[config.mk]
export PLATFORM = sky130hd
export DESIGN_NAME = mbet_ctrl
export DESIGN_NICKNAME = d
export VERILOG_FILES = /design/src/rtl/mbet_pkg.sv /design/src/rtl/mbet_ctrl.sv
export SDC_FILE = /design/constraint.sdc
export NUM_CORES = 1
export LEC_CHECK = 0
export ABC_AREA = 1
export ABC_CLOCK_PERIOD_IN_PS = 2850
export BUFFER_PORTS_ARGS = -buffer_cell sky130_fd_sc_hd__clkbuf_2
export CORE_AREA = 2 2 39 41
export DETAILED_ROUTE_END_ITERATION = 10
export DIE_AREA = 0 0 41 43
export GPL_TIMING_DRIVEN = 0
export PLACE_DENSITY = 0.44
export SLEW_MARGIN = 20
export SYNTH_ARGS = -nofsm -noshare
export SYNTH_HDL_FRONTEND = slang
export SYNTH_SLANG_ARGS = --single-unit
[constraint.sdc]
create_clock -name clk -period 2.85 [get_ports clk]
set_input_delay 0.1425 -clock clk [delete_from_list [all_inputs] [get_ports clk]]
set_output_delay 0.1425 -clock clk [all_outputs]
set_load 0.1 [all_outputs]
[src/rtl/mbet_pkg.sv]
`timescale 1ns / 1ps
// Shared constants, types and helpers for the Mandelbrot escape-time pixel block.
// No dependencies; used by every module under rtl.
package mbet_pkg;

  localparam int COORD_W    = 32;  // signed Q4.28 coordinates and z parts
  localparam int FRAC_W     = 28;
  localparam int ITER_W     = 12;
  localparam int PX_W       = 10;
  localparam int PY_W       = 9;
  localparam int STEP_W     = 31;
  localparam int FACTOR_W   = 8;
  localparam int COLOR_W    = 8;
  localparam int SCREEN_W   = 640;
  localparam int SCREEN_H   = 480;
  localparam int RED_GAIN   = 15;

  localparam int CFG_ADDR_W = 3;
  localparam int CFG_DATA_W = 32;
  localparam int IN_DATA_W  = 24;
  localparam int OUT_DATA_W = 40;

  localparam int PROD_W = 2 * COORD_W;            // full product
  localparam int SQ_W   = PROD_W - FRAC_W;        // square, shifted by FRAC_W
  localparam int XP_W   = PROD_W - FRAC_W + 1;    // doubled cross product
  localparam int EXT_W  = STEP_W + PX_W + 3;      // headroom for map and update sums

  localparam logic [SQ_W:0] ESC_LIMIT = (SQ_W + 1)'(4) << FRAC_W;

  localparam logic [CFG_ADDR_W-1:0] REG_ORIGIN_X   = 3'd0;
  localparam logic [CFG_ADDR_W-1:0] REG_ORIGIN_Y   = 3'd1;
  localparam logic [CFG_ADDR_W-1:0] REG_PIXEL_STEP = 3'd2;
  localparam logic [CFG_ADDR_W-1:0] REG_MAX_ITER   = 3'd3;
  localparam logic [CFG_ADDR_W-1:0] REG_COLOR_FAC  = 3'd4;

  localparam logic [COORD_W-1:0]  ORIGIN_X_RST   = 32'hD555_5556;
  localparam logic [COORD_W-1:0]  ORIGIN_Y_RST   = 32'hE000_0000;
  localparam logic [STEP_W-1:0]   PIXEL_STEP_RST = 31'd2236962;
  localparam logic [ITER_W-1:0]   MAX_ITER_RST   = 12'd50;
  localparam logic [FACTOR_W-1:0] COLOR_FAC_RST  = 8'd10;

  typedef enum logic [3:0] {
    ST_IDLE = 4'b0001,
    ST_SQR  = 4'b0010,
    ST_UPD  = 4'b0100,
    ST_HOLD = 4'b1000
  } mbet_state_t;

  typedef struct packed {
    logic load;
    logic square;
    logic update;
    logic emit;
  } mbet_cmd_t;

  typedef struct packed {
    logic done;
  } mbet_stat_t;

  function automatic logic [COORD_W-1:0] sat_coord(input logic [EXT_W-1:0] v);
    logic [EXT_W-COORD_W:0] hi_bits;
    hi_bits = v[EXT_W-1:COORD_W-1];
    if ((&hi_bits) || !(|hi_bits)) begin
      return v[COORD_W-1:0];
    end else if (v[EXT_W-1]) begin
      return {1'b1, {(COORD_W-1){1'b0}}};
    end else begin
      return {1'b0, {(COORD_W-1){1'b1}}};
    end
  endfunction

endpackage

[src/rtl/mbet_ctrl.sv]
`timescale 1ns / 1ps
// Sequencer for the escape-time pixel: handshakes, iteration phases, output slot.
// Depends on mbet_pkg.
module mbet_ctrl (
  input  logic                 clk,
  input  logic                 rst_n,
  input  logic                 in_tvalid,
  output logic                 in_tready,
  output logic                 out_tvalid,
  input  logic                 out_tready,
  output mbet_pkg::mbet_cmd_t  cmd,
  input  mbet_pkg::mbet_stat_t stat
);

  mbet_pkg::mbet_state_t state_r, state_nxt;
  logic out_valid_r, out_valid_nxt;
  logic slot_free;

  assign slot_free  = !out_valid_r || out_tready;
  assign out_tvalid = out_valid_r;
  assign in_tready  = (state_r == mbet_pkg::ST_IDLE);

  always_comb begin
    state_nxt = state_r;
    cmd       = '0;
    case (state_r)
      mbet_pkg::ST_IDLE: begin
        if (in_tvalid) begin
          cmd.load  = 1'b1;
          state_nxt = mbet_pkg::ST_SQR;
        end
      end
      mbet_pkg::ST_SQR: begin
        cmd.square = 1'b1;
        state_nxt  = mbet_pkg::ST_UPD;
      end
      mbet_pkg::ST_UPD: begin
        if (!stat.done) begin
          cmd.update = 1'b1;
          state_nxt  = mbet_pkg::ST_SQR;
        end else if (slot_free) begin
          cmd.emit  = 1'b1;
          state_nxt = mbet_pkg::ST_IDLE;
        end else begin
          state_nxt = mbet_pkg::ST_HOLD;
        end
      end
      mbet_pkg::ST_HOLD: begin
        if (slot_free) begin
          cmd.emit  = 1'b1;
          state_nxt = mbet_pkg::ST_IDLE;
        end
      end
      default: begin
        state_nxt = mbet_pkg::ST_IDLE;
      end
    endcase
  end

  always_comb begin
    if (cmd.emit) begin
      out_valid_nxt = 1'b1;
    end else if (out_tready) begin
      out_valid_nxt = 1'b0;
    end else begin
      out_valid_nxt = out_valid_r;
    end
  end

  always_ff @(posedge clk) begin
    if (!rst_n) begin
      state_r     <= mbet_pkg::ST_IDLE;
      out_valid_r <= 1'b0;
    end else begin
      state_r     <= state_nxt;
      out_valid_r <= out_valid_nxt;
    end
  end

endmodule

# ---- Word level (Yosys, flattened, before mapping)
# Cells that the tools add are included.
dict set report op_classes {
  eq_ne 6
  n_mux 15
  reduce_logical 4
}
# operator count
set op_table {}
lappend op_table {{$mux 4} 4}
lappend op_table {{$pmux 4 s4} 1}
lappend op_table {{$mux 1} 9}
lappend op_table {{$eq 4x1->1 const B} 1}
lappend op_table {{$eq 4x2->1 const B} 1}
lappend op_table {{$eq 4x3->1 const B} 1}
lappend op_table {{$eq 4x4->1 const B} 1}
lappend op_table {{$ne 2x2->1 const B} 2}
lappend op_table {{$pmux 1 s2} 1}
lappend op_table {{$reduce_and 2->1} 1}
lappend op_table {{$reduce_bool 2->1} 1}
lappend op_table {{$logic_not 1->1} 1}
lappend op_table {{$logic_or 1x1->1} 1}
dict set report totals {
  register_bits 5
  output_inout_bits 6
  elab_cells 27
}

# ---- Logic depth before layout (Yosys ltp)
# Gate-level depths: netlist (run 1).
dict set report logic_depth {
  depth_word 6
  mapped_depth 7
  ltp_nobuf 7
}

# ---- Worst setup path before layout (run 1)
# No wires, ideal clock.
dict set report synth_timing {
  path_type {register to output}
  startpoint {reg state_r[2]}
  endpoint {out cmd[3] in the netlist's numbering}
  arrival_time_ns 1.843
  t_required_ns 2.707
  slack_ns 0.865
  stages_incl_launch_ff 4
  n_path_buf 0
  path_cell_list {dfxtp_1 > nor2_1 > nand2_1 > nor2_1}
}
# element line_no
set synth_rtl {}
lappend synth_rtl {{start, declared} mbet_ctrl.sv:15} ;# mbet_pkg::mbet_state_t state_r, state_nxt;
lappend synth_rtl {{start signal, assigned} mbet_ctrl.sv:72} ;# state_r <= mbet_pkg::ST_IDLE;
lappend synth_rtl {{start signal, assigned} mbet_ctrl.sv:75} ;# state_r <= state_nxt;
lappend synth_rtl {{end, declared} mbet_ctrl.sv:11} ;# output mbet_pkg::mbet_cmd_t cmd,

==> reports/metrics.csv, run 1 <==
stage;metric;value;unit
global_route;first-pass GRT wire length;972;um
logic_synthesis;part of the Yosys area used for sequential elements;32.7;%
route;Vias per Instance;3.92;
finish;Area growth syn-to-layout;31.4;%
placement;final estimated routing congestion in global placement;0.661;
route;DRC violation count after routing;0;
critical_path;biggest cell delay along the critical path;440;ps
critical_path;library cell appearing most often on the critical path;sky130_fd_sc_hd__nand2_1;
floorplan;top-level port count;11;
route;antenna-violating nets left;0;
critical_path;internal reg-to-reg setup slack;1860;ps
logic_synthesis;Seq cells post-synth;5;
clock_network;clock slew at the register clock pins of the worst setup and hold paths;40;ps
min_path;cell count of the worst hold path;3;
global_route;antenna violations before repair;0;
global_route;maximum number of pins on one net before global-route repair;6;
logic_synthesis;top area cells in the synthesized netlist;sky130_fd_sc_hd__dfxtp_1 33%, sky130_fd_sc_hd__nand2_1 18%, sky130_fd_sc_hd__inv_1 16%, sky130_fd_sc_hd__nor2_1 8.6%, sky130_fd_sc_hd__nand3_1 8.2%;
critical_path;startpoint class of the critical path;register;
timing;part of the cycle the worst path needs;60.3;%
power_and_ir_drop;sum of internal, switching and leakage power;0.000302;W
timing;final total negative setup slack;0;ps
timing;final setup skew;0.128;ps
critical_path;worst r2r path cells;6;
timing;slew of the pin with the lowest slew margin;541;ps
logic_synthesis;number of enable flip-flop cells after synthesis;0;
route;detailed-router iteration count before antenna repair;2;
critical_path;endpoint required time on the critical path;2710;ps
logic_synthesis;top cell type's share of synthesized area;32.7;%
finish;net count of the finished layout;73;
logic_synthesis;biggest area consumer among synthesized cells;sky130_fd_sc_hd__dfxtp_1;
clock_network;Post CTS Setup Buffer Count;0;
job;MaxCap Viol Count;0;
floorplan;die height;43;um
critical_path;cell chain of the critical path;nand2_1 -> nor2_2 -> nand2_1 -> o21ai_0 -> buf_4 -> clkbuf_2;
logic_synthesis;count of distinct cell types in the synthesized netlist;10;
clock_network;hold_buf cts;0;
logic_synthesis;Commonest cells post-synth;15 x sky130_fd_sc_hd__nand2_1, 13 x sky130_fd_sc_hd__inv_1, 7 x sky130_fd_sc_hd__nor2_1, 5 x sky130_fd_sc_hd__dfxtp_1, 5 x sky130_fd_sc_hd__nand3_1;
logic_synthesis;average cell area after synthesis;5.78;um^2
route;Total Routed Length;602;um
timing;Worst slew margin;64.1;%
timing;minimum clock period;1720;ps
power_and_ir_drop;worst supply voltage drop on vdd;0.212;mV
route;DR WL/cell;7.25;um
clock_network;worst skew pair latency;240;ps
timing;final-report max-slew violation count;0;
floorplan;area of the core;1380;um^2
logic_synthesis;net count after synthesis;58;
logic_synthesis;number of warnings issued by yosys;0;
power_and_ir_drop;Leak;0.246;nW
critical_path;data arrival time of the critical path;1580;ps
status;status;completed;
clock_network;Gates resized, CTS repair;0;
clock_network;Bufs on Longest Clock Path;2;
route;Detailed Route Iter0 Violations;4;
finish;share of cells above drive strength 1;26.9;%
clock_network;root cell of the clock tree;sky130_fd_sc_hd__clkbuf_4;
timing;highest achievable clock rate;0.582;GHz
clock_network;CTS Buf Count;3;
critical_path;origin of the critical flop-to-flop path;state_r[2];
critical_path;CP max stage cell;sky130_fd_sc_hd__clkbuf_2;
global_route;aggregate global routing overflow;0;
floorplan;horizontal extent of the die;41;um
placement;count of buffers from port buffering;10;
logic_synthesis;leading cell type by number of instances after synthesis;sky130_fd_sc_hd__nand2_1;
route;total vias in the final route;325;
critical_path;CP top delay family;buffers and inverters;
critical_path;highest net fanout along the worst path;4;
floorplan;Cell Rows;14;
logic_synthesis;synthesized netlist cell count;53;
clock_network;CTS tree;done;
min_path;beginning of the worst hold path;rst_n;
global_route;number of global-route vias before repair;283;
global_route;total track usage;8.94;%
critical_path;startpoint-to-endpoint class of the critical path;register to output pin;
power_and_ir_drop;power density over cell area;749;nW/um^2
logic_synthesis;most common flop cell mapped by yosys;sky130_fd_sc_hd__dfxtp_1;
critical_path;Buf/Inv on CP;2;
floorplan;Die Footprint;1760;um^2
min_path;hold worst-path end;out_tvalid;
logic_synthesis;async set-reset flop share out of synthesis;0;%
clock_network;sink count of the clock tree;5;
finish;filler cell count;177;
clock_network;H-tree depth;1;
finish;Antenna diodes;0;
logic_synthesis;mapped cell area;307;um^2
timing;setup repair after global routing missed its margin;no;
timing;count of final hold-check violations;0;
critical_path;sort of element at the end of the critical path;output pin;
critical_path;capture instance of the worst register-to-register path;state_r[0];
floorplan;initial core utilization;22.2;%
timing;Setup-failing EPs final;0;
placement;post-DP HPWL;519;um
min_path;class of the most critical hold timing path;primary input to register;
-- metrics by stage --
stage	hold WS [ps]	utilization [%]	worst slack, ps	instance area, um^2	std cells
floorplan	240	-	865	307	53
global placement	370	27.2	1380	377	79
detailed placement	375	27.2	1370	377	79
CTS	129	29.1	1100	403	83
global route	159	29.1	1000	403	83
finish	134	29.1	1130	403	83
-- placed cells by master, fill, tap and decap left out, drive strengths merged --
| master | count |
|---|---|
| a21oi | 1 |
| buf | 1 |
| o21ai | 1 |
| nand3 | 5 |
| nand3b | 1 |
| nor2 | 11 |
| inv | 13 |
| dfxtp | 5 |
| nand2 | 15 |
| clkbuf | 14 |
-- how the worst max path moves through the flow --
stage | from | to | slack (ps) | cells past startpoint
6_report | state_r[2] | cmd[0] | 1130 | 6
5_1_grt | state_r[3] | cmd[0] | 1000 | 7
4_1_cts | state_r[0] | cmd[0] | 1100 | 7
3_5_place_dp | state_r[0] | cmd[0] | 1370 | 7
3_3_place_gp | state_r[0] | cmd[0] | 1380 | 7
2_1_floorplan | state_r[2] | cmd[3] | 860 | 3
-- metal layers --
metal	up-vias	share of wire [%]	global-route usage, %
li1	181	-	-
met3	2	4.8	3.14
met2	8	45	12.8
met4	0	3.0	10.0
met1	134	47	8.71
met5	-	0	0
-- worst reg2reg max path, stage by stage (launching register included) --
cell and delay (ps):
sky130_fd_sc_hd__dfxtp_1 330, sky130_fd_sc_hd__nor2_1 190, sky130_fd_sc_hd__nand2_1 130, sky130_fd_sc_hd__nand3_1 100, sky130_fd_sc_hd__nand2_1 50, sky130_fd_sc_hd__nand2_1 50, sky130_fd_sc_hd__nand2_1 40
-- state kept, by name, indices dropped and copies added, names as in the netlist --
register	cells
out_tvalid	1
state_r	4
-- logic make-up after synthesis --
family | after synthesis | synth area share (%)
compound gates | 2 | 3.26
buf+inv | 14 | 18.4
flops | 5 | 32.7
simple gates | 32 | 45.7
-- power breakdown --
group	internal, W	total (W)	switching (W)
registers	0.0000776	0.0000830	0.00000541
clock network	0.0000529	0.0000816	0.0000287
logic	0.0000260	0.000137	0.000111
total	0.000157	0.000302	0.000145
-- area by class of cell --
class	count	area, um^2	share of cell area, %
multi-input cells	34	150	37.3
well taps	16	20.0	4.97
clock buffers	4	26.3	6.52
plain buffers	1	7.51	1.86
repair buffers	10	50.0	12.4
inverters	13	48.8	12.1
flip-flops and latches	5	100	24.8
No activity file was read; power rests on OpenSTA's default activity.
==> run 2: changes to the inputs <==
--- a/config.mk
+++ b/config.mk
@@ -6,13 +6,13 @@
 export NUM_CORES = 1
 export LEC_CHECK = 0
 export ABC_AREA = 1
-export ABC_CLOCK_PERIOD_IN_PS = 2850
+export ABC_CLOCK_PERIOD_IN_PS = 1500
 export BUFFER_PORTS_ARGS = -buffer_cell sky130_fd_sc_hd__clkbuf_2
 export CORE_AREA = 2 2 39 41
 export DETAILED_ROUTE_END_ITERATION = 10
 export DIE_AREA = 0 0 41 43
 export GPL_TIMING_DRIVEN = 0
-export PLACE_DENSITY = 0.44
+export PLACE_DENSITY = 0.46
 export SLEW_MARGIN = 20
 export SYNTH_ARGS = -nofsm -noshare
 export SYNTH_HDL_FRONTEND = slang
==> constraint.sdc (replaced) <==
create_clock -name clk -period 1.5 [get_ports clk]
set_input_delay 0.075 -clock clk [delete_from_list [all_inputs] [get_ports clk]]
set_output_delay 0.075 -clock clk [all_outputs]
set_load 0.1 [all_outputs]
==> reports/metrics.csv, run 2 (synthesized netlist as in run 1, its figures left out) <==
stage;metric;value;unit;change
placement;final estimated routing congestion in global placement;0.728;;was 0.661
floorplan;area of the core;1380;um^2;unchanged
critical_path;endpoint required time on the critical path;1420;ps;was 2710 ps
global_route;maximum number of pins on one net before global-route repair;6;;unchanged
timing;Worst slew margin;64.3;%;was 64.1%
critical_path;cell chain of the critical path;nor2_1 -> nand2_1 -> inv_1 -> buf_2;;was nand2_1 -> nor2_2 -> nand2_1 -> o21ai_0 -> buf_4 -> clkbuf_2
job;MaxCap Viol Count;0;;unchanged
critical_path;startpoint class of the critical path;register;;unchanged
global_route;first-pass GRT wire length;945;um;was 972 um
clock_network;hold_buf cts;0;;unchanged
timing;final-report max-slew violation count;0;;unchanged
timing;part of the cycle the worst path needs;95.6;%;
global_route;number of global-route vias before repair;276;;was 283
clock_network;H-tree depth;1;;unchanged
route;DR WL/cell;7.18;um;was 7.25 um
route;DRC violation count after routing;0;;unchanged
critical_path;CP max stage cell;sky130_fd_sc_hd__buf_2;;was sky130_fd_sc_hd__clkbuf_2
finish;register with the most flip-flops;state_r;;unchanged
timing;setup repair after global routing missed its margin;yes;;was no
clock_network;worst skew pair latency;240;ps;about the same
finish;net count of the finished layout;73;;unchanged
floorplan;Cell Rows;14;;unchanged
finish;most common cell after layout, fill and taps aside;sky130_fd_sc_hd__nand2_1;;unchanged
clock_network;Bufs on Longest Clock Path;2;;unchanged
route;Detailed Route Iter0 Violations;5;;was 4
finish;Area growth syn-to-layout;40.0;%;was 31.4%
clock_network;clock slew at the register clock pins of the worst setup and hold paths;40;ps;about the same
critical_path;highest net fanout along the worst path;4;;unchanged
route;Total Routed Length;596;um;was 602 um
finish;flip-flop count of the largest register after layout;4;;unchanged
route;antenna-violating nets left;0;;unchanged
clock_network;CTS Buf Count;3;;unchanged
floorplan;initial core utilization;22.2;%;unchanged
placement;post-DP HPWL;502;um;was 519 um
power_and_ir_drop;worst supply voltage drop on vdd;0.438;mV;was 0.212 mV
critical_path;data arrival time of the critical path;1360;ps;was 1580 ps
critical_path;sort of element at the end of the critical path;output pin;;unchanged
critical_path;startpoint-to-endpoint class of the critical path;register to output pin;;unchanged
critical_path;Buf/Inv on CP;2;;unchanged
timing;final setup skew;0.515;ps;was 0.128 ps
clock_network;CTS tree;done;;unchanged
global_route;antenna violations before repair;0;;unchanged
critical_path;CP top delay family;buffers and inverters;;unchanged
route;detailed-router iteration count before antenna repair;4;;was 2
floorplan;top-level port count;11;;unchanged
finish;share of cells above drive strength 1;29.9;%;was 26.9%
power_and_ir_drop;Leak;0.252;nW;was 0.246 nW
timing;slew of the pin with the lowest slew margin;537;ps;was 541 ps
floorplan;die height;43;um;unchanged
power_and_ir_drop;power density over cell area;1360;nW/um^2;was 749 nW/um^2
min_path;class of the most critical hold timing path;primary input to register;;unchanged
route;Vias per Instance;3.93;;was 3.92
timing;minimum clock period;1430;ps;
global_route;aggregate global routing overflow;0;;unchanged
timing;final worst slack;65.3;ps;was 1130 ps
timing;count of final hold-check violations;0;;unchanged
timing;final total negative setup slack;0;ps;unchanged
floorplan;horizontal extent of the die;41;um;unchanged
timing;Setup-failing EPs final;0;;unchanged
clock_network;sink count of the clock tree;5;;unchanged
placement;count of buffers from port buffering;10;;unchanged
status;status;completed;;unchanged
global_route;total track usage;8.53;%;was 8.94%
floorplan;Die Footprint;1760;um^2;unchanged
finish;Antenna diodes;0;;unchanged
finish;leading cell types in the layout, fill and taps excluded;15 x sky130_fd_sc_hd__nand2_1, 13 x sky130_fd_sc_hd__inv_1, 6 x sky130_fd_sc_hd__nor2_1, 6 x sky130_fd_sc_hd__clkbuf_4;;was 15 x sky130_fd_sc_hd__nand2_1, 13 x sky130_fd_sc_hd__inv_1, 10 x sky130_fd_sc_hd__clkbuf_2, 7 x sky130_fd_sc_hd__nor2_1
clock_network;root cell of the clock tree;sky130_fd_sc_hd__clkbuf_4;;unchanged
critical_path;biggest cell delay along the critical path;410;ps;was 440 ps
placement;pre-CTS setup slack;104;ps;was 1370 ps
timing;highest achievable clock rate;0.697;GHz;
route;total vias in the final route;326;;was 325
[run 2: repair_timing]
item | 4_1_cts | 5_1_grt
endpoints found under the hold margin | 0 | 0
endpoints found under the setup margin | 3 | 3
buffers inserted | 0 | 0
gates resized for setup | 4 | 6
[run 2: area by class of cell]
class | count | area, um^2
fillers | 159 | 955
multi-input cells | 34 | 153
flip-flops and latches | 5 | 101
repair buffers | 10 | 72.6
inverters | 13 | 48.8
clock buffers | 4 | 26.3
well taps | 16 | 20.0
plain buffers | 1 | 7.51
[run 2: per-stage QoR]
| stage | instance area (um^2) | instances | util (%) | hold WS, ps | power (W) |
|---|---|---|---|---|---|
| finish | 429 | 83 | 31.0 | 57.7 | 0.000582 |
| global route | 429 | 83 | 31.0 | 85.8 | 0.000624 |
| detailed placement | 380 | 79 | 27.5 | 303 | 0.000426 |
| floorplan | 310 | 53 | - | 173 | 0.000385 |
| CTS | 414 | 83 | 29.9 | 47.9 | 0.000593 |
| global placement | 380 | 79 | 27.5 | 299 | 0.000424 |
[run 2: final timing paths]
| kind | slack, ps | end | from | depth (start not counted) |
|---|---|---|---|---|
| max | 70 | cmd[2] | state_r[2] | 4 |
| min | 60 | out_tvalid | rst_n | 3 |
| max reg2reg | 460 | state_r[0] | state_r[2] | 6 |
| min reg2reg | 590 | state_r[2] | state_r[0] | 3 |
[run 2: worst min-delay path, stage by stage]
cell                       delay, ps
sky130_fd_sc_hd__clkbuf_2        100
sky130_fd_sc_hd__nand2_1          50
sky130_fd_sc_hd__inv_1            40
[run 2: report_power, final]
group | leakage (nW) | switching (W) | internal (W) | total (W)
sequential | 0.0414 | 0.0000102 | 0.000147 | 0.000158
combinational | 0.196 | 0.000216 | 0.0000588 | 0.000275
clock | 0.0150 | 0.0000495 | 0.000100 | 0.000150
total | 0.252 | 0.000276 | 0.000307 | 0.000582
[run 2: metal layers]
metal	GRT usage (%)	routed length (um)	vias up
li1	-	-	183
met1	8.33	285	134
met2	11.9	264	7
met3	3.14	34	2
met4	10.0	11	0
met5	0	0	-
